--- src/rtl/jkv_pkg.sv ---
// Shared types and status codes of the JSON key/value extractor.
package jkv_pkg;

  localparam logic [2:0] ST_OK      = 3'd0;
  localparam logic [2:0] ST_ABSENT  = 3'd1;
  localparam logic [2:0] ST_TYPE    = 3'd2;
  localparam logic [2:0] ST_UNTERM  = 3'd3;
  localparam logic [2:0] ST_ZEROCAP = 3'd4;

  localparam logic KIND_CHAR   = 1'b0;
  localparam logic KIND_STATUS = 1'b1;

  typedef struct packed {
    logic        result_kind;
    logic [7:0]  string_char;
    logic [2:0]  status_code;
    logic [31:0] number_value;
  } result_t;

  // Everything one payload byte produces: one result, or a character and a status.
  typedef struct packed {
    logic    two;
    result_t res0;
    result_t res1;
  } bundle_t;

endpackage

--- src/rtl/jkv_in_if.sv ---
// Handshake channel that carries payload bytes into the extractor.
interface jkv_in_if;
  logic       valid;
  logic       ready;
  logic [7:0] payload_byte;
  logic       payload_last;

  modport source (output valid, output payload_byte, output payload_last, input ready);
  modport sink (input valid, input payload_byte, input payload_last, output ready);
endinterface

--- src/rtl/jkv_out_if.sv ---
// Handshake channel that carries result items out of the extractor.
interface jkv_out_if;
  logic        valid;
  logic        ready;
  logic        result_kind;
  logic [7:0]  string_char;
  logic [2:0]  status_code;
  logic [31:0] number_value;

  modport source (output valid, output result_kind, output string_char,
                  output status_code, output number_value, input ready);
  modport sink (input valid, input result_kind, input string_char,
                input status_code, input number_value, output ready);
endinterface

--- src/rtl/jkv_key_match.sv ---
// Compares the window of recent bytes against the quoted key.
module jkv_key_match #(
  parameter int MAX_KEY_CHARS = 16
) (
  input  logic [MAX_KEY_CHARS:0][7:0]           recent,
  input  logic [$clog2(MAX_KEY_CHARS + 2)-1:0]  bytes_seen,
  input  logic [4:0]                            klen,
  input  logic [63:0]                           key_chars_low,
  input  logic [63:0]                           key_chars_high,
  input  logic [7:0]                            cur_byte,
  output logic                                  hit
);

  localparam int WIN = MAX_KEY_CHARS + 1;
  localparam int IDX_W = $clog2(WIN);
  localparam logic [7:0] CH_QUOTE = 8'h22;

  logic [MAX_KEY_CHARS-1:0] char_ok;
  logic                     open_quote_ok;
  logic                     enough_bytes;

  always_comb begin
    logic [5:0] pos;
    logic [7:0] kc;
    for (int i = 0; i < MAX_KEY_CHARS; i++) begin
      pos = {1'b0, klen} - 6'd1 - 6'(i);
      kc = (i < 8) ? key_chars_low[8*(i%8) +: 8] : key_chars_high[8*(i%8) +: 8];
      // Characters beyond the key length do not take part.
      char_ok[i] = (6'(i) >= {1'b0, klen}) || (recent[pos[IDX_W-1:0]] == kc);
    end
  end

  assign open_quote_ok = recent[klen[IDX_W-1:0]] == CH_QUOTE;
  assign enough_bytes  = 6'(bytes_seen) >= ({1'b0, klen} + 6'd1);
  assign hit = (cur_byte == CH_QUOTE) && enough_bytes && open_quote_ok && (&char_ok);

endmodule

--- src/rtl/jkv_result_queue.sv ---
// Two-entry queue of result bundles that drives the result channel.
module jkv_result_queue (
  input  logic              clk,
  input  logic              rst,
  input  logic              push,
  input  jkv_pkg::bundle_t  push_data,
  output logic              space,
  jkv_out_if.source         result
);

  jkv_pkg::bundle_t slots [2];
  jkv_pkg::bundle_t head;
  jkv_pkg::result_t cur;
  logic [1:0]       count;
  logic             wr_ptr;
  logic             rd_ptr;
  logic             sub;
  logic             take;
  logic             pop;

  assign head  = slots[rd_ptr];
  assign cur   = sub ? head.res1 : head.res0;
  assign take  = result.valid && result.ready;
  assign pop   = take && (!head.two || sub);
  assign space = count != 2'd2;

  assign result.valid        = count != 2'd0;
  assign result.result_kind  = cur.result_kind;
  assign result.string_char  = cur.string_char;
  assign result.status_code  = cur.status_code;
  assign result.number_value = cur.number_value;

  always_ff @(posedge clk) begin
    if (push) begin
      slots[wr_ptr] <= push_data;
    end
  end

  always_ff @(posedge clk) begin
    if (rst) begin
      count  <= 2'd0;
      wr_ptr <= 1'b0;
      rd_ptr <= 1'b0;
      sub    <= 1'b0;
    end else begin
      count <= count + {1'b0, push} - {1'b0, pop};
      if (push) begin
        wr_ptr <= ~wr_ptr;
      end
      if (pop) begin
        rd_ptr <= ~rd_ptr;
        sub    <= 1'b0;
      end else if (take) begin
        sub <= 1'b1;
      end
    end
  end

  a_no_overflow: assert property (@(posedge clk) disable iff (rst)
    push |-> count != 2'd2)
    else $error("result queue written while full");

  a_second_only_in_pair: assert property (@(posedge clk) disable iff (rst)
    (result.valid && sub) |-> head.two)
    else $error("second result shown for a single-result bundle");

  a_count_bound: assert property (@(posedge clk) disable iff (rst)
    count != 2'd3)
    else $error("result queue count out of range");

endmodule

--- src/rtl/json_key_value_extractor_unit.sv ---
// Top level of the streaming JSON key/value extractor.
//
// The unit scans a payload that arrives one byte per transaction on the payload channel,
// finds the first quoted key equal to the configured key (followed by optional spaces,
// a colon and optional spaces) and extracts its value: an unsigned decimal integer that
// saturates at 2^32-1 in integer mode, or the characters of a quoted string in string
// mode, each sent as its own result transaction. Every payload ends with exactly one
// status result; a zero byte ends the payload early and the bytes after it are ignored
// up to the byte flagged last. The unit accepts one payload byte per clock cycle while the
// result queue has space: all per-byte work (key window compare, digit multiply-add, string
// bookkeeping) is combinational between the payload port and a two-entry result queue, and
// each result is registered into the queue when its byte is accepted. With the result
// side always ready, a byte that yields one result keeps pace at one result per cycle.
// The only byte that yields two results (a string character on the final byte, followed
// by its status) occupies the result side until both are taken, and the payload side may
// then have to wait. Payload ready drops whenever the queue holds two bundles, so stalls on
// the result channel back up into the payload channel. Configuration registers are
// written through the plain write port and take effect from the next byte.
module json_key_value_extractor_unit #(
  parameter int MAX_KEY_CHARS = 16,
  parameter int MAX_CAPACITY  = 256
) (
  input  logic        clk,
  input  logic        rst,
  input  logic        cfg_write,
  input  logic [2:0]  cfg_index,
  input  logic [63:0] cfg_data,
  jkv_in_if.sink      payload,
  jkv_out_if.source   result
);

  localparam int WIN    = MAX_KEY_CHARS + 1;
  localparam int SEEN_W = $clog2(WIN + 1);
  localparam int CC_W   = (MAX_CAPACITY > 1) ? $clog2(MAX_CAPACITY) : 1;

  localparam logic [4:0]        KEY_MAX  = 5'(MAX_KEY_CHARS);
  localparam logic [8:0]        CAP_MAX  = 9'(MAX_CAPACITY);
  localparam logic [SEEN_W-1:0] SEEN_MAX = SEEN_W'(WIN);

  // Configuration register indexes.
  localparam logic [2:0] REG_VALUE_MODE = 3'd0;
  localparam logic [2:0] REG_KEY_LENGTH = 3'd1;
  localparam logic [2:0] REG_KEY_LOW    = 3'd2;
  localparam logic [2:0] REG_KEY_HIGH   = 3'd3;
  localparam logic [2:0] REG_CAPACITY   = 3'd4;

  localparam logic [7:0] CH_QUOTE = 8'h22;
  localparam logic [7:0] CH_COLON = 8'h3A;
  localparam logic [7:0] CH_SPACE = 8'h20;
  localparam logic [7:0] CH_ZERO  = 8'h30;
  localparam logic [7:0] CH_NINE  = 8'h39;

  typedef enum logic [2:0] {
    PH_SEARCH,
    PH_COLON,
    PH_VSTART,
    PH_INT,
    PH_STR,
    PH_DONE
  } phase_t;

  // Configuration registers.
  logic        value_mode;
  logic [4:0]  key_length;
  logic [63:0] key_chars_low;
  logic [63:0] key_chars_high;
  logic [8:0]  string_capacity;

  // Per-payload parse state; the window holds the newest byte at index 0.
  logic [WIN-1:0][7:0] recent;
  logic [SEEN_W-1:0]   bytes_seen;
  phase_t              phase;
  logic [31:0]         accumulator;
  logic [CC_W-1:0]     chars_copied;

  phase_t              phase_next;
  logic [31:0]         accumulator_next;
  logic [CC_W-1:0]     chars_copied_next;

  logic [4:0]  klen;
  logic [8:0]  cap;
  logic        key_hit;
  logic        accept;
  logic        queue_space;
  logic [7:0]  b;
  logic        is_zero;
  logic        is_digit;
  logic [3:0]  digit;
  logic [35:0] mac;
  logic [31:0] mac_sat;
  logic        payload_end;

  phase_t              ph_p;
  logic [31:0]         acc_p;
  logic [CC_W-1:0]     cc_p;
  logic                proc_emit;
  jkv_pkg::result_t    proc_res;
  phase_t              ph_f;
  logic [31:0]         acc_f;
  logic                fin_emit;
  jkv_pkg::result_t    fin_res;
  jkv_pkg::bundle_t    bundle;

  // Out-of-range key lengths and capacities are clamped.
  always_comb begin
    if (key_length == 5'd0) begin
      klen = 5'd1;
    end else if (key_length > KEY_MAX) begin
      klen = KEY_MAX;
    end else begin
      klen = key_length;
    end
    cap = (string_capacity > CAP_MAX) ? CAP_MAX : string_capacity;
  end

  assign b           = payload.payload_byte;
  assign is_zero     = b == 8'd0;
  assign is_digit    = (b >= CH_ZERO) && (b <= CH_NINE);
  assign digit       = 4'(b - CH_ZERO);
  assign accept      = payload.valid && queue_space;
  assign payload.ready = queue_space;
  assign payload_end = is_zero || payload.payload_last;

  // Decimal step: accumulator * 10 + digit, saturating at the 32-bit maximum.
  assign mac     = ({4'd0, accumulator} << 3) + ({4'd0, accumulator} << 1) + 36'(digit);
  assign mac_sat = (|mac[35:32]) ? 32'hFFFF_FFFF : mac[31:0];

  jkv_key_match #(
    .MAX_KEY_CHARS (MAX_KEY_CHARS)
  ) u_key_match (
    .recent         (recent),
    .bytes_seen     (bytes_seen),
    .klen           (klen),
    .key_chars_low  (key_chars_low),
    .key_chars_high (key_chars_high),
    .cur_byte       (b),
    .hit            (key_hit)
  );

  // Byte processing for a nonzero byte.
  always_comb begin
    ph_p      = phase;
    acc_p     = accumulator;
    cc_p      = chars_copied;
    proc_emit = 1'b0;
    proc_res  = '{result_kind: jkv_pkg::KIND_STATUS, string_char: 8'd0,
                  status_code: jkv_pkg::ST_OK, number_value: 32'd0};
    case (phase)
      PH_SEARCH: begin
        ph_p = key_hit ? PH_COLON : PH_SEARCH;
      end
      PH_COLON: begin
        if (b == CH_COLON) begin
          ph_p = PH_VSTART;
        end else if (b != CH_SPACE) begin
          // A failed candidate: this byte is searched again as an ordinary byte.
          ph_p = key_hit ? PH_COLON : PH_SEARCH;
        end
      end
      PH_VSTART: begin
        if (b != CH_SPACE) begin
          if (!value_mode) begin
            if (is_digit) begin
              acc_p = 32'(digit);
              ph_p  = PH_INT;
            end else begin
              proc_emit            = 1'b1;
              proc_res.status_code = jkv_pkg::ST_TYPE;
              ph_p                 = PH_DONE;
            end
          end else if (b != CH_QUOTE) begin
            proc_emit            = 1'b1;
            proc_res.status_code = jkv_pkg::ST_TYPE;
            ph_p                 = PH_DONE;
          end else if (cap == 9'd0) begin
            proc_emit            = 1'b1;
            proc_res.status_code = jkv_pkg::ST_ZEROCAP;
            ph_p                 = PH_DONE;
          end else begin
            cc_p = '0;
            ph_p = PH_STR;
          end
        end
      end
      PH_INT: begin
        if (is_digit) begin
          acc_p = mac_sat;
        end else begin
          proc_emit             = 1'b1;
          proc_res.number_value = accumulator;
          ph_p                  = PH_DONE;
        end
      end
      PH_STR: begin
        if (b == CH_QUOTE) begin
          proc_emit = 1'b1;
          ph_p      = PH_DONE;
        end else if ((10'(chars_copied) + 10'd1) < {1'b0, cap}) begin
          proc_emit            = 1'b1;
          proc_res.result_kind = jkv_pkg::KIND_CHAR;
          proc_res.string_char = b;
          cc_p                 = chars_copied + 1'b1;
        end else begin
          proc_emit            = 1'b1;
          proc_res.status_code = jkv_pkg::ST_UNTERM;
          ph_p                 = PH_DONE;
        end
      end
      default: begin
        ph_p = phase;
      end
    endcase
  end

  // Status owed at the end of the payload, from the phase after this byte (for a zero byte, the phase before it).
  assign ph_f  = is_zero ? phase : ph_p;
  assign acc_f = is_zero ? accumulator : acc_p;

  always_comb begin
    fin_emit = 1'b1;
    fin_res  = '{result_kind: jkv_pkg::KIND_STATUS, string_char: 8'd0,
                 status_code: jkv_pkg::ST_OK, number_value: 32'd0};
    case (ph_f)
      PH_SEARCH, PH_COLON: fin_res.status_code = jkv_pkg::ST_ABSENT;
      PH_VSTART:           fin_res.status_code = jkv_pkg::ST_TYPE;
      PH_INT:              fin_res.number_value = acc_f;
      PH_STR:              fin_res.status_code = jkv_pkg::ST_UNTERM;
      default:             fin_emit = 1'b0;
    endcase
  end

  always_comb begin
    logic p_em;
    logic f_em;
    p_em        = proc_emit && !is_zero;
    f_em        = fin_emit && payload_end;
    bundle.two  = p_em && f_em;
    bundle.res0 = p_em ? proc_res : fin_res;
    bundle.res1 = fin_res;
  end

  always_comb begin
    if (payload_end) begin
      phase_next        = (is_zero && !payload.payload_last) ? PH_DONE : PH_SEARCH;
      accumulator_next  = 32'd0;
      chars_copied_next = '0;
    end else begin
      phase_next        = ph_p;
      accumulator_next  = acc_p;
      chars_copied_next = cc_p;
    end
  end

  jkv_result_queue u_result_queue (
    .clk       (clk),
    .rst       (rst),
    .push      (accept && ((proc_emit && !is_zero) || (fin_emit && payload_end))),
    .push_data (bundle),
    .space     (queue_space),
    .result    (result)
  );

  always_ff @(posedge clk) begin
    if (rst) begin
      value_mode      <= 1'b0;
      key_length      <= 5'd1;
      key_chars_low   <= 64'd0;
      key_chars_high  <= 64'd0;
      string_capacity <= 9'd256;
      recent          <= '0;
      bytes_seen      <= '0;
      phase           <= PH_SEARCH;
      accumulator     <= 32'd0;
      chars_copied    <= '0;
    end else begin
      if (cfg_write) begin
        case (cfg_index)
          REG_VALUE_MODE: value_mode      <= cfg_data[0];
          REG_KEY_LENGTH: key_length      <= cfg_data[4:0];
          REG_KEY_LOW:    key_chars_low   <= cfg_data;
          REG_KEY_HIGH:   key_chars_high  <= cfg_data;
          REG_CAPACITY:   string_capacity <= cfg_data[8:0];
          default:        ;
        endcase
      end
      if (accept) begin
        phase        <= phase_next;
        accumulator  <= accumulator_next;
        chars_copied <= chars_copied_next;
        if (payload_end) begin
          recent     <= '0;
          bytes_seen <= '0;
        end else begin
          recent <= {recent[WIN-2:0], b};
          if (bytes_seen < SEEN_MAX) begin
            bytes_seen <= bytes_seen + 1'b1;
          end
        end
      end
    end
  end

  a_clear_after_last: assert property (@(posedge clk) disable iff (rst)
    (accept && payload.payload_last) |=> (phase == PH_SEARCH) && (bytes_seen == '0))
    else $error("parse state not cleared after the final byte");

  a_search_acc_zero: assert property (@(posedge clk) disable iff (rst)
    (phase == PH_SEARCH) |-> (accumulator == 32'd0))
    else $error("accumulator nonzero while searching for the key");

  a_zero_byte_status: assert property (@(posedge clk) disable iff (rst)
    (accept && is_zero && (phase != PH_DONE)) |-> u_result_queue.push)
    else $error("zero byte ended an open payload without a status");

endmodule

--- src/flat_wrapper.sv ---
// flat-port wrapper written by rule: the top's interface ports become plain ports
module json_key_value_extractor_unit_flat 
#(
  parameter int MAX_KEY_CHARS = 16,
  parameter int MAX_CAPACITY  = 256
)
  (clk, rst, cfg_write, cfg_index, cfg_data, payload_valid, payload_payload_byte, payload_payload_last, payload_ready, result_valid, result_result_kind, result_string_char, result_status_code, result_number_value, result_ready);
  jkv_in_if payload_i ();
  jkv_out_if result_i ();
  input  logic clk;
  input  logic rst;
  input  logic cfg_write;
  input  logic [2:0] cfg_index;
  input  logic [63:0] cfg_data;
  input wire logic [$bits(payload_i.valid)-1:0] payload_valid;
  input wire logic [$bits(payload_i.payload_byte)-1:0] payload_payload_byte;
  input wire logic [$bits(payload_i.payload_last)-1:0] payload_payload_last;
  output wire logic [$bits(payload_i.ready)-1:0] payload_ready;
  output wire logic [$bits(result_i.valid)-1:0] result_valid;
  output wire logic [$bits(result_i.result_kind)-1:0] result_result_kind;
  output wire logic [$bits(result_i.string_char)-1:0] result_string_char;
  output wire logic [$bits(result_i.status_code)-1:0] result_status_code;
  output wire logic [$bits(result_i.number_value)-1:0] result_number_value;
  input wire logic [$bits(result_i.ready)-1:0] result_ready;
  assign payload_i.valid = payload_valid;
  assign payload_i.payload_byte = payload_payload_byte;
  assign payload_i.payload_last = payload_payload_last;
  assign payload_ready = payload_i.ready;
  assign result_valid = result_i.valid;
  assign result_result_kind = result_i.result_kind;
  assign result_string_char = result_i.string_char;
  assign result_status_code = result_i.status_code;
  assign result_number_value = result_i.number_value;
  assign result_i.ready = result_ready;
  json_key_value_extractor_unit #(.MAX_KEY_CHARS(MAX_KEY_CHARS), .MAX_CAPACITY(MAX_CAPACITY)) u_core (.clk(clk), .rst(rst), .cfg_write(cfg_write), .cfg_index(cfg_index), .cfg_data(cfg_data), .payload(payload_i), .result(result_i));
endmodule
--- config.mk ---
export PLATFORM = sky130hd
export DESIGN_NAME = json_key_value_extractor_unit_flat
export DESIGN_NICKNAME = d
export VERILOG_FILES = /design/src/rtl/jkv_pkg.sv /design/src/rtl/jkv_in_if.sv /design/src/rtl/jkv_out_if.sv /design/src/rtl/jkv_key_match.sv /design/src/rtl/jkv_result_queue.sv /design/src/rtl/json_key_value_extractor_unit.sv /design/src/flat_wrapper.sv
export SDC_FILE = /design/constraint.sdc
export NUM_CORES = 1
export LEC_CHECK = 0
export BUFFER_PORTS_ARGS = -buffer_cell sky130_fd_sc_hd__buf_2
export CORE_ASPECT_RATIO = 1.1
export CORE_UTILIZATION = 30
export DETAILED_ROUTE_END_ITERATION = 8
export PLACE_DENSITY = 0.55
export SETUP_SLACK_MARGIN = 0.02
export SLEW_MARGIN = 20
export SYNTH_ARGS = -nofsm -noshare
export SYNTH_HDL_FRONTEND = slang
export SYNTH_SLANG_ARGS = --single-unit
--- constraint.sdc ---
create_clock -name clk -period 11.8 [get_ports clk]
set_clock_uncertainty 0.15 [all_clocks]
set_input_delay 1.18 -clock clk [delete_from_list [all_inputs] [get_ports clk]]
set_output_delay 1.18 -clock clk [all_outputs]
set_load 0.01 [all_outputs]
# Yosys cells after proc, flatten, opt, wreduce, memory -nomap -nowiden
# Memories as Yosys holds them, arrays and structs flattened. A register that Yosys moved wholly into a read port is not among the register bits.
# Cells that the tools add are included.
dict set report totals {
  ff_bits 332
  ram_bits 158
  inputBits 81
  out_inout_bits 46
  elab_cells 291
  n_memories 1
}
dict set report op_classes {
  add_sub_neg 25
  order_cmp 40
  n_eq_ne 40
  muxes 98
  bitwise_logic 2
  n_reduce_logical 55
}
# memory depth width read_ports rd_clocked_by_memory_dff wr line
set memory_table {}
lappend memory_table {u_core.u_result_queue.slots 2 79 1 1 1 jkv_result_queue.sv:11} ;# jkv_pkg::bundle_t slots [2];
# operator n
set op_table {}
lappend op_table {{8-bit binary-select mux with 5-bit select} 17}
lappend op_table {{32-bit 2-to-1 mux} 10}
lappend op_table {{8-bit 2-to-1 mux} 24}
lappend op_table {{136-bit 2-to-1 mux} 1}
lappend op_table {{8-bit equality test} 16}
lappend op_table {{5-bit by 6-bit less-than comparator with 1-bit output, second input constant} 17}
lappend op_table {{44-bit 2-to-1 mux} 2}
lappend op_table {{32-bit case mux with 2 select lines} 1}
lappend op_table {{3-bit 2-to-1 mux} 15}
lappend op_table {{4-bit by 5-bit greater-or-equal comparator with 1-bit output, first input constant} 8}
lappend op_table {{5-bit by 4-bit subtractor with 5-bit output, second input constant} 8}
lappend op_table {{35-bit by 33-bit adder with 36-bit output} 1}
lappend op_table {{36-bit by 4-bit adder with 36-bit output} 1}
lappend op_table {{9-bit 2-to-1 mux} 3}
lappend op_table {{8-bit by 6-bit equality test with 1-bit output, second input constant} 3}
lappend op_table {{3-bit by 5-bit greater-or-equal comparator with 1-bit output, first input constant} 4}
lappend op_table {{5-bit 2-to-1 mux} 4}
lappend op_table {{5-bit by 3-bit subtractor with 5-bit output, second input constant} 4}
lappend op_table {{1-bit logical OR} 19}
lappend op_table {{3-bit by 2-bit equality test with 1-bit output, second input constant} 6}
lappend op_table {{8-bit by 6-bit inequality test with 1-bit output, second input constant} 2}
lappend op_table {{8-bit case mux with 2 select lines} 1}
lappend op_table {{16-bit AND reduction} 1}
lappend op_table {{3-bit case mux with 5 select lines} 1}
lappend op_table {{other kinds (43)} 91}

# Longest topological paths before layout
# Gate-level depths: netlist (run 1).
dict set report depth {
  word_depth 24
  ltp_mapped 33
  depth_no_buf 23
}

# Modules after synthesis
# From an unflattened synthesis (run 1), not the netlist that was laid out.
dict set report unflattened {
  hier_cells 4013
  area_unflattened_um2 35537.8
}
# module instances cells_each area_each_um2 seq_area_each_um2
set by_module_without_submodules {}
lappend by_module_without_submodules {json_key_value_extractor_unit 1 2041 15722.6 6546.3}
lappend by_module_without_submodules {jkv_key_match 1 1709 13108.8 0.0}
lappend by_module_without_submodules {jkv_result_queue 1 263 6706.4 5465.2}

# Least setup slack after synthesis (run 1)
# Ideal clock, no wire load.
dict set report synth_path {
  path_type {register to register}
  startpoint {register u_core.key_length[4]}
  endpoint {memory u_core.u_result_queue.slots[0][0] (netlist name), enable pin}
  setup_ns 0.526
  arrival_time_ns 10.165
  required_ns 11.124
  setup_slack_ns 0.959
  stages_incl_launch_ff 30
  n_path_buf 10
  synth_period_minus_slack_ns 10.841
  path_cell_list {dfxtp_1 > nand2b_1 > nand2_4 > inv_6 > buf_2 > buf_2 > clkbuf_1 > ha_1 > clkbuf_1 > inv_1 > xnor2_1 > buf_1 > clkbuf_1 > clkbuf_1 > buf_1 > ha_1 > buf_1 > a21oi_1 > a21boi_0 > nor2_1 > buf_1 > mux4_2 > xnor2_1 > nand2_1 > nor4b_1 > o311a_1 > o2111ai_1 > nor3_2 > o41ai_2 > nor2b_1}
}
dict set report synth_between {
  elab_chain_len 24
  elab_cells_between_ends 126
  classes_between {add/sub (17); order compare (18); eq/ne (21); mux (44); reduce/logical (26)}
}
# element line
set synth_rtl {}
lappend synth_rtl {{from (decl)} json_key_value_extractor_unit.sv:64} ;# logic [4:0] key_length;
lappend synth_rtl {{from (signal assigned)} json_key_value_extractor_unit.sv:279} ;# REG_KEY_LENGTH: key_length <= cfg_data[4:0];
lappend synth_rtl {{5-bit greater-than comparator} json_key_value_extractor_unit.sv:108} ;# end else if (key_length > KEY_MAX) begin
lappend synth_rtl {{5-bit 2-to-1 mux} json_key_value_extractor_unit.sv:108}
lappend synth_rtl {{5-bit 2-to-1 mux (*)} json_key_value_extractor_unit.sv:106} ;# if (key_length == 5'd0) begin
lappend synth_rtl {{5-bit by 1-bit subtractor with 5-bit output} jkv_key_match.sv:26} ;# pos = {1'b0, klen} - 6'd1 - 6'(i);
lappend synth_rtl {{5-bit by 1-bit subtractor with 5-bit output, or another cell as far along} jkv_key_match.sv:26}
lappend synth_rtl {{8-bit binary-select mux with 5-bit select} jkv_key_match.sv:29} ;# char_ok[i] = (6'(i) >= {1'b0, klen}) || (recent[pos[IDX_W-1:0]] == kc);
lappend synth_rtl {{8-bit 2-to-1 mux (implied by the code)} jkv_key_match.sv:29}
lappend synth_rtl {{8-bit equality test} jkv_key_match.sv:29}
lappend synth_rtl {{[... 8 more ...]} -}
lappend synth_rtl {{3-bit by 2-bit equality test with 1-bit output, or another cell as far along} json_key_value_extractor_unit.sv:223} ;# case (ph_f)
lappend synth_rtl {{5-bit OR reduction (no source line) (*)} -}
lappend synth_rtl {{1-bit 2-to-1 mux (*)} json_key_value_extractor_unit.sv:223}
lappend synth_rtl {{1-bit logical AND (*)} json_key_value_extractor_unit.sv:257} ;# .push (accept && ((proc_emit && !is_zero) || (fin_emit && payload_end))),
lappend synth_rtl {{1-bit logical OR (*)} json_key_value_extractor_unit.sv:257}
lappend synth_rtl {{1-bit logical AND (*)} json_key_value_extractor_unit.sv:257}
lappend synth_rtl {{1-bit 2-to-1 mux (*)} jkv_result_queue.sv:34} ;# if (push) begin
lappend synth_rtl {{1-bit 2-to-1 mux (implied by the code) (*)} jkv_result_queue.sv:35} ;# slots[wr_ptr] <= push_data;
lappend synth_rtl {{to (decl)} jkv_result_queue.sv:11}
# Every way passes the cells marked *; elsewhere a longest branch is shown, timed or not. The select of a mux whose other input is x is not followed.

# Worst setup path after layout (run 1)
dict set report layout_path {
  startpoint {register u_core.key_length[4]}
  endpoint {memory u_core.u_result_queue.slots[0][8] (netlist name), enable pin}
}
# The elaborated chain is that of the path after synthesis.

==> results.cfg, run 1 <==
[worst_setup_path]
r2r-start = u_core.key_length[4]$_SDFFE_PP0P_
reg2reg_to = u_core.u_result_queue.slots[0][8]$_DFFE_PP_
reg2reg_slack_ns = 2.12
cp-end-kind = register
crit_fanout = 65
r2r_cells = 22
worstPathRequired_ns = 11.93
cp_cell_sequence = nand2b_1, nand2_4, inv_6, ha_1, inv_1, xnor2_2, buf_4, ha_1, nor2b_1, a32oi_1, o31ai_1, nor3_1, nor2_1, mux4_2, and2_1, o221ai_1, nor4_1, o211ai_1, nor3_2, o41ai_2, nor2b_4, buf_4
cp_slowest_cell = nor3_1
arrival_ns = 9.81
crit_end = u_core.u_result_queue.slots[0][8]$_DFFE_PP_
critPathMaxStageDelay_ns = 0.89
crit_start = u_core.key_length[4]$_SDFFE_PP0P_
crit_type = reg -> reg
worstSetupStartpointType = register

[logic_synthesis]
synth_cell_types = 96
synthSimpleGateAreaFrac_pct = 19.7
synth.largest_area_cell = dfxtp_1
synth_compound_area_share_pct = 20.9
postSynth.asyncResetShare_pct = 0
synth_top_family_by_area = compound AO/OA/AOI/OAI gates
synth_adder_area_share_pct = 3.79
ys_ff_latch = 491
synthCells = 4074
syn-cell-area_sq_um = 34400
syn_avg_cell_area_sq_um = 8.45
seq_area_frac_synth_pct = 33.2
synth_ff_type = dfxtp_1
synth_mux_area_share_pct = 13.6
synth_top_area_share_pct = 19.4
synth-edff-count = 158
ys.warnings.count = 0
synthXorXnorAreaFrac_pct = 4.42
synthTopCellsByArea = dfxtp_1, edfxtp_1, mux4_2
syn_nets = 4258

[timing]
worst-slew-pin-transition_ns = 1.35
setup_viol_count_final = 0
rsz0062_at_grt = no
tns_ns = 0
layout_min_cycle_time_ns = 9.68
timing.hold.ws_ns = 0.319
post-route-period-util_pct = 82.0
slew_violations = 0
hold_violations = 0
fmax_ghz = 0.103
slew_headroom_pct = 8.69

[routing]
vias = 32900
antenna_left = 0
drcViolationCount = 0
drt-total-wl_mm = 138
dr.pass1.iters = 8
detail_route.vias_per_cell = 5.93
drt-initial-drc-count = 3951
wl_per_cell_um = 24.8

[clock_tree]
htree_num_levels = 2
clk_pin_slew_worst_paths_ns = 0.08
clock-sinks = 491
clkLatencyLatePin_ns = 0.69
cts_resized = 0
cts_tree = built
cts_hold_buf = 0
clockBufferDepth = 3
cts-root-buf = clkbuf_16
cts_buffers = 54
post_cts_buffers = 0

[pwr]
ir_worst_vdd_v = 0.000105
p_per_area_nw_per_um2 = 121
leakagePower_nw = 13.6

[status]
status = completed

[global_route]
grt_pass1_vias = 30700
grt_overflow = 0
grt_antenna_before_repair = 2
grt_max_degree = 200
grt_use_total_pct = 22.9
grt_first_pass_wirelength_mm = 203

[cells_and_area]
drive_above_1_share_pct = 13.1
diodes = 0
fin_nets = 4194
area_delta_synth_final_pct = 11.4

[run]
maxCapViolCount = 0

[min_path]
hp-class = reg -> reg

[die]
io_pins = 127
start_util_pct = 30.4
die_area_sq_um = 116000
die_x_um = 325
core_sq_um = 113000
die_height_um = 357
num_rows = 129

[placement]
io_buffers = 126
gp_congestion = 1.03
hpwl_mm = 99.4
## how the worst min path moves through the flow
stage,from,endpoint,slack [ns],depth (start not counted)
finish,u_core.key_chars_low[38]$_SDFFE_PP0P_,u_core.key_chars_low[38]$_SDFFE_PP0P_,0.32,2
global placement,u_core.key_chars_high[1]$_SDFFE_PP0P_,u_core.key_chars_high[1]$_SDFFE_PP0P_,0.31,2
CTS,u_core.key_chars_low[28]$_SDFFE_PP0P_,u_core.key_chars_low[28]$_SDFFE_PP0P_,0.32,2
global route,u_core.key_chars_high[5]$_SDFFE_PP0P_,u_core.key_chars_high[5]$_SDFFE_PP0P_,0.34,2
floorplan,u_core.key_chars_low[5]$_SDFFE_PP0P_,u_core.key_chars_low[5]$_SDFFE_PP0P_,0.29,2
detailed placement,u_core.key_chars_low[28]$_SDFFE_PP0P_,u_core.key_chars_low[28]$_SDFFE_PP0P_,0.31,2
## kinds of logic (layout without fill, tap and decap cells)
| group | Yosys count | after routing |
|---|---|---|
| simple gates | 1487 | 1487 |
| compound gates | 1105 | 1105 |
| flops | 491 | 491 |
| buf+inv | 391 | 368 |
| mux | 324 | 324 |
| xor+xnor | 173 | 173 |
| fa+ha+maj | 103 | 103 |
## layout make-up
type	instances	area, sq um
multi-input combinational	3192	21600
timing repair buffer	205	1240
inverter	66	253
clock buffer	71	1500
tap	1506	1880
fill	11800	74800
sequential	491	11400
clock inverter	26	442
## layer usage
| layer | up-vias | GRT usage, % | wire length (um) |
|---|---|---|---|
| met3 | 388 | 4.04 | 11400 |
| met4 | 0 | 15.4 | 10400 |
| met2 | 1650 | 35.8 | 60900 |
| li1 | 14900 | - | - |
| met1 | 16000 | 29.0 | 54800 |
| met5 | - | 0 | 0 |
## per-stage QoR
step           std cells  setup WS, ns  total power [W]  util [%]  cell area (sq um)
2_1_floorplan       4074         0.959          0.00251         -              34400
3_3_place_gp        5457          2.62          0.00281      32.2              36400
3_5_place_dp        5458          2.44          0.00281      32.2              36400
4_1_cts             5555          2.42          0.00467      33.9              38300
5_1_grt             5557          1.75          0.00479      33.9              38300
6_report            5557          2.12          0.00462      33.9              38300
## Yosys cell counts (32+ instances only)
master / number
ha_1: 101
mux4_2: 111
o221ai_1: 36
xnor2_1: 101
nand3_1: 190
edfxtp_1: 158
inv_1: 58
dfxtp_1: 333
o211ai_1: 35
o21ai_0: 139
xor2_1: 71
mux2i_1: 168
nor3_1: 86
a21oi_1: 415
clkbuf_1: 254
a211oi_1: 51
nand2_1: 619
buf_1: 51
a221oi_1: 32
a21o_1: 49
nor2_1: 301
mux2_2: 45
and3_1: 33
a22oi_1: 82
nand2b_1: 53
a31oi_1: 36
## flip-flops by register name, summed over array words and instances, names as in the netlist, named ones only
name,count
u_core.accumulator,32
u_core.bytes_seen,5
u_core.chars_copied,8
u_core.key_chars_high,64
u_core.key_chars_low,64
u_core.key_length,5
u_core.phase,3
u_core.recent,136
u_core.string_capacity,9
u_core.u_result_queue.count,2
u_core.u_result_queue.rd_ptr,1
u_core.u_result_queue.slots,158
u_core.u_result_queue.sub,1
u_core.u_result_queue.wr_ptr,1
u_core.value_mode,1
## worst max-delay path: cells and delay by family (launching register included)
family,cells,cell delay [ns]
buffers and inverters,4,1.73
DFF,1,0.56
muxes,1,0.58
adders and majority gates,2,0.73
AOI/OAI and AO/OA,5,1.42
xor gates and xnor gates,1,0.18
and+or+nand+nor,9,3.79
## placed cells by master (no fill, tap or decap), types with 100 or more instances in the layout
cell	count
nand2_1	618
a21oi_1	414
mux4_2	111
o21ai_0	138
mux2i_1	168
nor2_1	297
edfxtp_1	158
nand3_1	189
dfxtp_1	328
buf_2	127
ha_1	100
## where the power goes
group / switching, W / leakage, nW / internal [W]
Sequential: 0.0000761 / 4.20 / 0.00187
Clock: 0.000770 / 0.936 / 0.00108
Combinational: 0.000527 / 8.44 / 0.000302
No activity file was read; power rests on OpenSTA's default activity.
==> inputs of run 2 (changes only) <==
ABC_AREA = 1   (was not set)
clock period = 9.1 ns   (was 11.8 ns; I/O delays follow)
==> run 2 against run 1 <==
Fmax grew 23%. Die area grew 3.0%. Utilization fell by 0.21 points. Wire length up 5.9%. Largest cell class unchanged.
==> results.cfg, run 2 <==
[timing]
slew_violations = 0
layout_min_cycle_time_ns = 7.85
slew_headroom_pct = 27.4
hold_violations = 0
fmax_ghz = 0.127
rsz0062_at_grt = no
worst-slew-pin-transition_ns = 1.09
setup_viol_count_final = 0
tns_ns = 0
post-route-period-util_pct = 86.2

[routing]
drt-initial-drc-count = 3962
top_layer_used = met4
drcViolationCount = 0
dr.pass1.iters = 9
vias = 38400
detail_route.vias_per_cell = 5.32
drt-total-wl_mm = 146
wl_met1_mm = 63.0
wl_per_cell_um = 20.2
wl_met3_mm = 11.0
antenna_left = 0
met2WireLength_mm = 64.1

[global_route]
grt_use_total_pct = 23.7
grt_antenna_before_repair = 2
grt_pass1_vias = 35100
grt_first_pass_wirelength_mm = 218
grt_max_degree = 82
grt_overflow = 0

[worst_setup_path]
path_common_cell = nand2_1
worstPathRequired_ns = 9.38
worstSetupStartpointType = register
cp_slowest_cell = dfxtp_1
crit_type = reg -> reg
reg2reg_slack_ns = 1.25
arrival_ns = 8.13
cp-end-kind = register
critPathMaxStageDelay_ns = 0.83
r2r-start = u_core.key_length[4]$_SDFFE_PP0P_
r2r_cells = 32
reg2reg_to = u_core.u_result_queue.slots[1][48]$_DFFE_PP_
crit_fanout = 45

[logic_synthesis]
synth_commonest_cells = nand2_1, nand3_1, inv_1
synth-edff-count = 158
synth_most_common_cell = nand2_1
ys_ff_latch = 491
synth_ff_type = dfxtp_1
seq_area_frac_synth_pct = 32.2
synthCells = 5720
ys.warnings.count = 0
syn-cell-area_sq_um = 35500
synth_cell_types = 57
synth_top_area_share_pct = 21.2
postSynth.asyncResetShare_pct = 0
synthTopCellsByArea = nand2_1, dfxtp_1, edfxtp_1
syn_nets = 5904
syn_avg_cell_area_sq_um = 6.20
synth.largest_area_cell = nand2_1

[cells_and_area]
layout_commonest_cell = nand2_1
fillers = 12800
diodes = 0
drive_above_1_share_pct = 6.23
fin_nets = 5819
seq_area_sq_um = 11400
largest_reg_flops = 158
final_cell_mix = nand2_1, nand3_1, inv_1, nor2_1, a21oi_1
largest_registers = u_core.u_result_queue.slots: 158 flops, u_core.recent: 136 flops
multi_input_area_sq_um = 21100
area_delta_synth_final_pct = 10.6
stdcell_area_sq_um = 39200
top_register = u_core.u_result_queue.slots

[min_path]
hold_path_depth = 1
hp-class = reg -> reg
min-delay-start = u_core.u_result_queue.rd_ptr$_SDFFE_PP0P_

[clock_tree]
cts_tree = built
htree_num_levels = 2
cts_buffers = 59
cts_resized = 0
clockBufferDepth = 3
post_cts_buffers = 0
clk_pin_slew_worst_paths_ns = 0.06
cts_hold_buf = 0
clock-sinks = 491
cts-root-buf = clkbuf_16
clkLatencyLatePin_ns = 0.70

[placement]
postPlaceCellArea_sq_um = 37100
hpwl_mm = 108
io_buffers = 126
gp_congestion = 1.02

[status]
status = completed

[die]
die_height_um = 363
die_area_sq_um = 120000
io_pins = 127
die_x_um = 330
num_rows = 131
core_sq_um = 117000
start_util_pct = 30.4

[pwr]
p_switching_w = 0.00250
p_comb_share_pct = 27.6
p_per_area_nw_per_um2 = 174
p_sw_share_pct = 36.6
internal_power_w = 0.00434
p_seq_share_pct = 34.6
p_clk_share_pct = 37.8
leakagePower_nw = 16.8
ir_worst_vdd_v = 0.000150

[run]
maxCapViolCount = 0
-- run 2: cell families (layout without fill, tap and decap cells) --
logic type                 Yosys count  in the layout  share of synthesized area (%)
and+or+nand+nor                   3430           3430                           40.7
AOI/OAI and AO/OA                  876            876                           13.5
buffers and inverters              773            734                           8.67
DFF                                491            491                           32.2
adders and majority gates          103            103                           3.68
xor gates and xnor gates            47             47                           1.28
-- run 2: layer usage --
metal	up-vias	global-route usage (%)
li1	18700	-
met1	18000	31.3
met2	1422	37.3
met3	266	4.22
met4	0	10.9
met5	-	0
-- run 2: final cells by class --
cell class | count | area share [%]
multi-input cells | 4456 | 53.7
repair buffers | 176 | 2.64
flip-flops and latches | 491 | 29.1
inverters | 451 | 4.32
clock inverters | 36 | 1.33
clock buffers | 71 | 4.03
well taps | 1529 | 4.88
-- run 2: through the flow --
stage | instances | power [W] | hold WS [ns] | setup slack, ns | util [%]
after floorplan | 5720 | 0.00365 | 0.276 | 0.711 | -
after global placement | 7103 | 0.00426 | 0.291 | 1.53 | 31.9
after detailed placement | 7103 | 0.00427 | 0.283 | 1.40 | 31.9
after CTS | 7210 | 0.00687 | 0.295 | 1.40 | 33.7
after global routing | 7210 | 0.00715 | 0.307 | 0.703 | 33.7
final | 7210 | 0.00684 | 0.299 | 1.25 | 33.7
-- run 2: how the worst max path moves through the flow --
stage | start | endpoint | slack (ns) | cells past startpoint
2_1_floorplan | u_core.key_length[2]$_SDFFE_PP0P_ | u_core.u_result_queue.slots[0][0]$_DFFE_PP_ | 0.71 | 35
3_3_place_gp | u_core.key_length[4]$_SDFFE_PP0P_ | u_core.u_result_queue.slots[1][52]$_DFFE_PP_ | 1.53 | 30
3_5_place_dp | u_core.key_length[4]$_SDFFE_PP0P_ | u_core.u_result_queue.slots[1][18]$_DFFE_PP_ | 1.40 | 32
4_1_cts | u_core.key_length[4]$_SDFFE_PP0P_ | u_core.u_result_queue.slots[1][11]$_DFFE_PP_ | 1.40 | 32
5_1_grt | u_core.key_length[4]$_SDFFE_PP0P_ | u_core.u_result_queue.slots[1][12]$_DFFE_PP_ | 0.70 | 34
6_report | u_core.key_length[4]$_SDFFE_PP0P_ | u_core.u_result_queue.slots[1][48]$_DFFE_PP_ | 1.25 | 32
-- run 2: worst max-delay path, delay by kind of cell, from the launching register on --
family | cells | cell delay [ns]
and+or+nand+nor | 24 | 3.67
buffers and inverters | 6 | 2.10
DFF | 1 | 0.83
adders and majority gates | 2 | 0.73
-- run 2: power by group through the flow --
| stage | sequential [W] | combinational [W] | clock [W] |
|---|---|---|---|
| 2_1_floorplan | 0.00240 | 0.00125 | 0 |
| 3_3_place_gp | 0.00241 | 0.00185 | 0 |
| 3_5_place_dp | 0.00241 | 0.00186 | 0 |
| 4_1_cts | 0.00236 | 0.00187 | 0.00264 |
| 5_1_grt | 0.00237 | 0.00208 | 0.00271 |
| 6_report | 0.00236 | 0.00189 | 0.00258 |
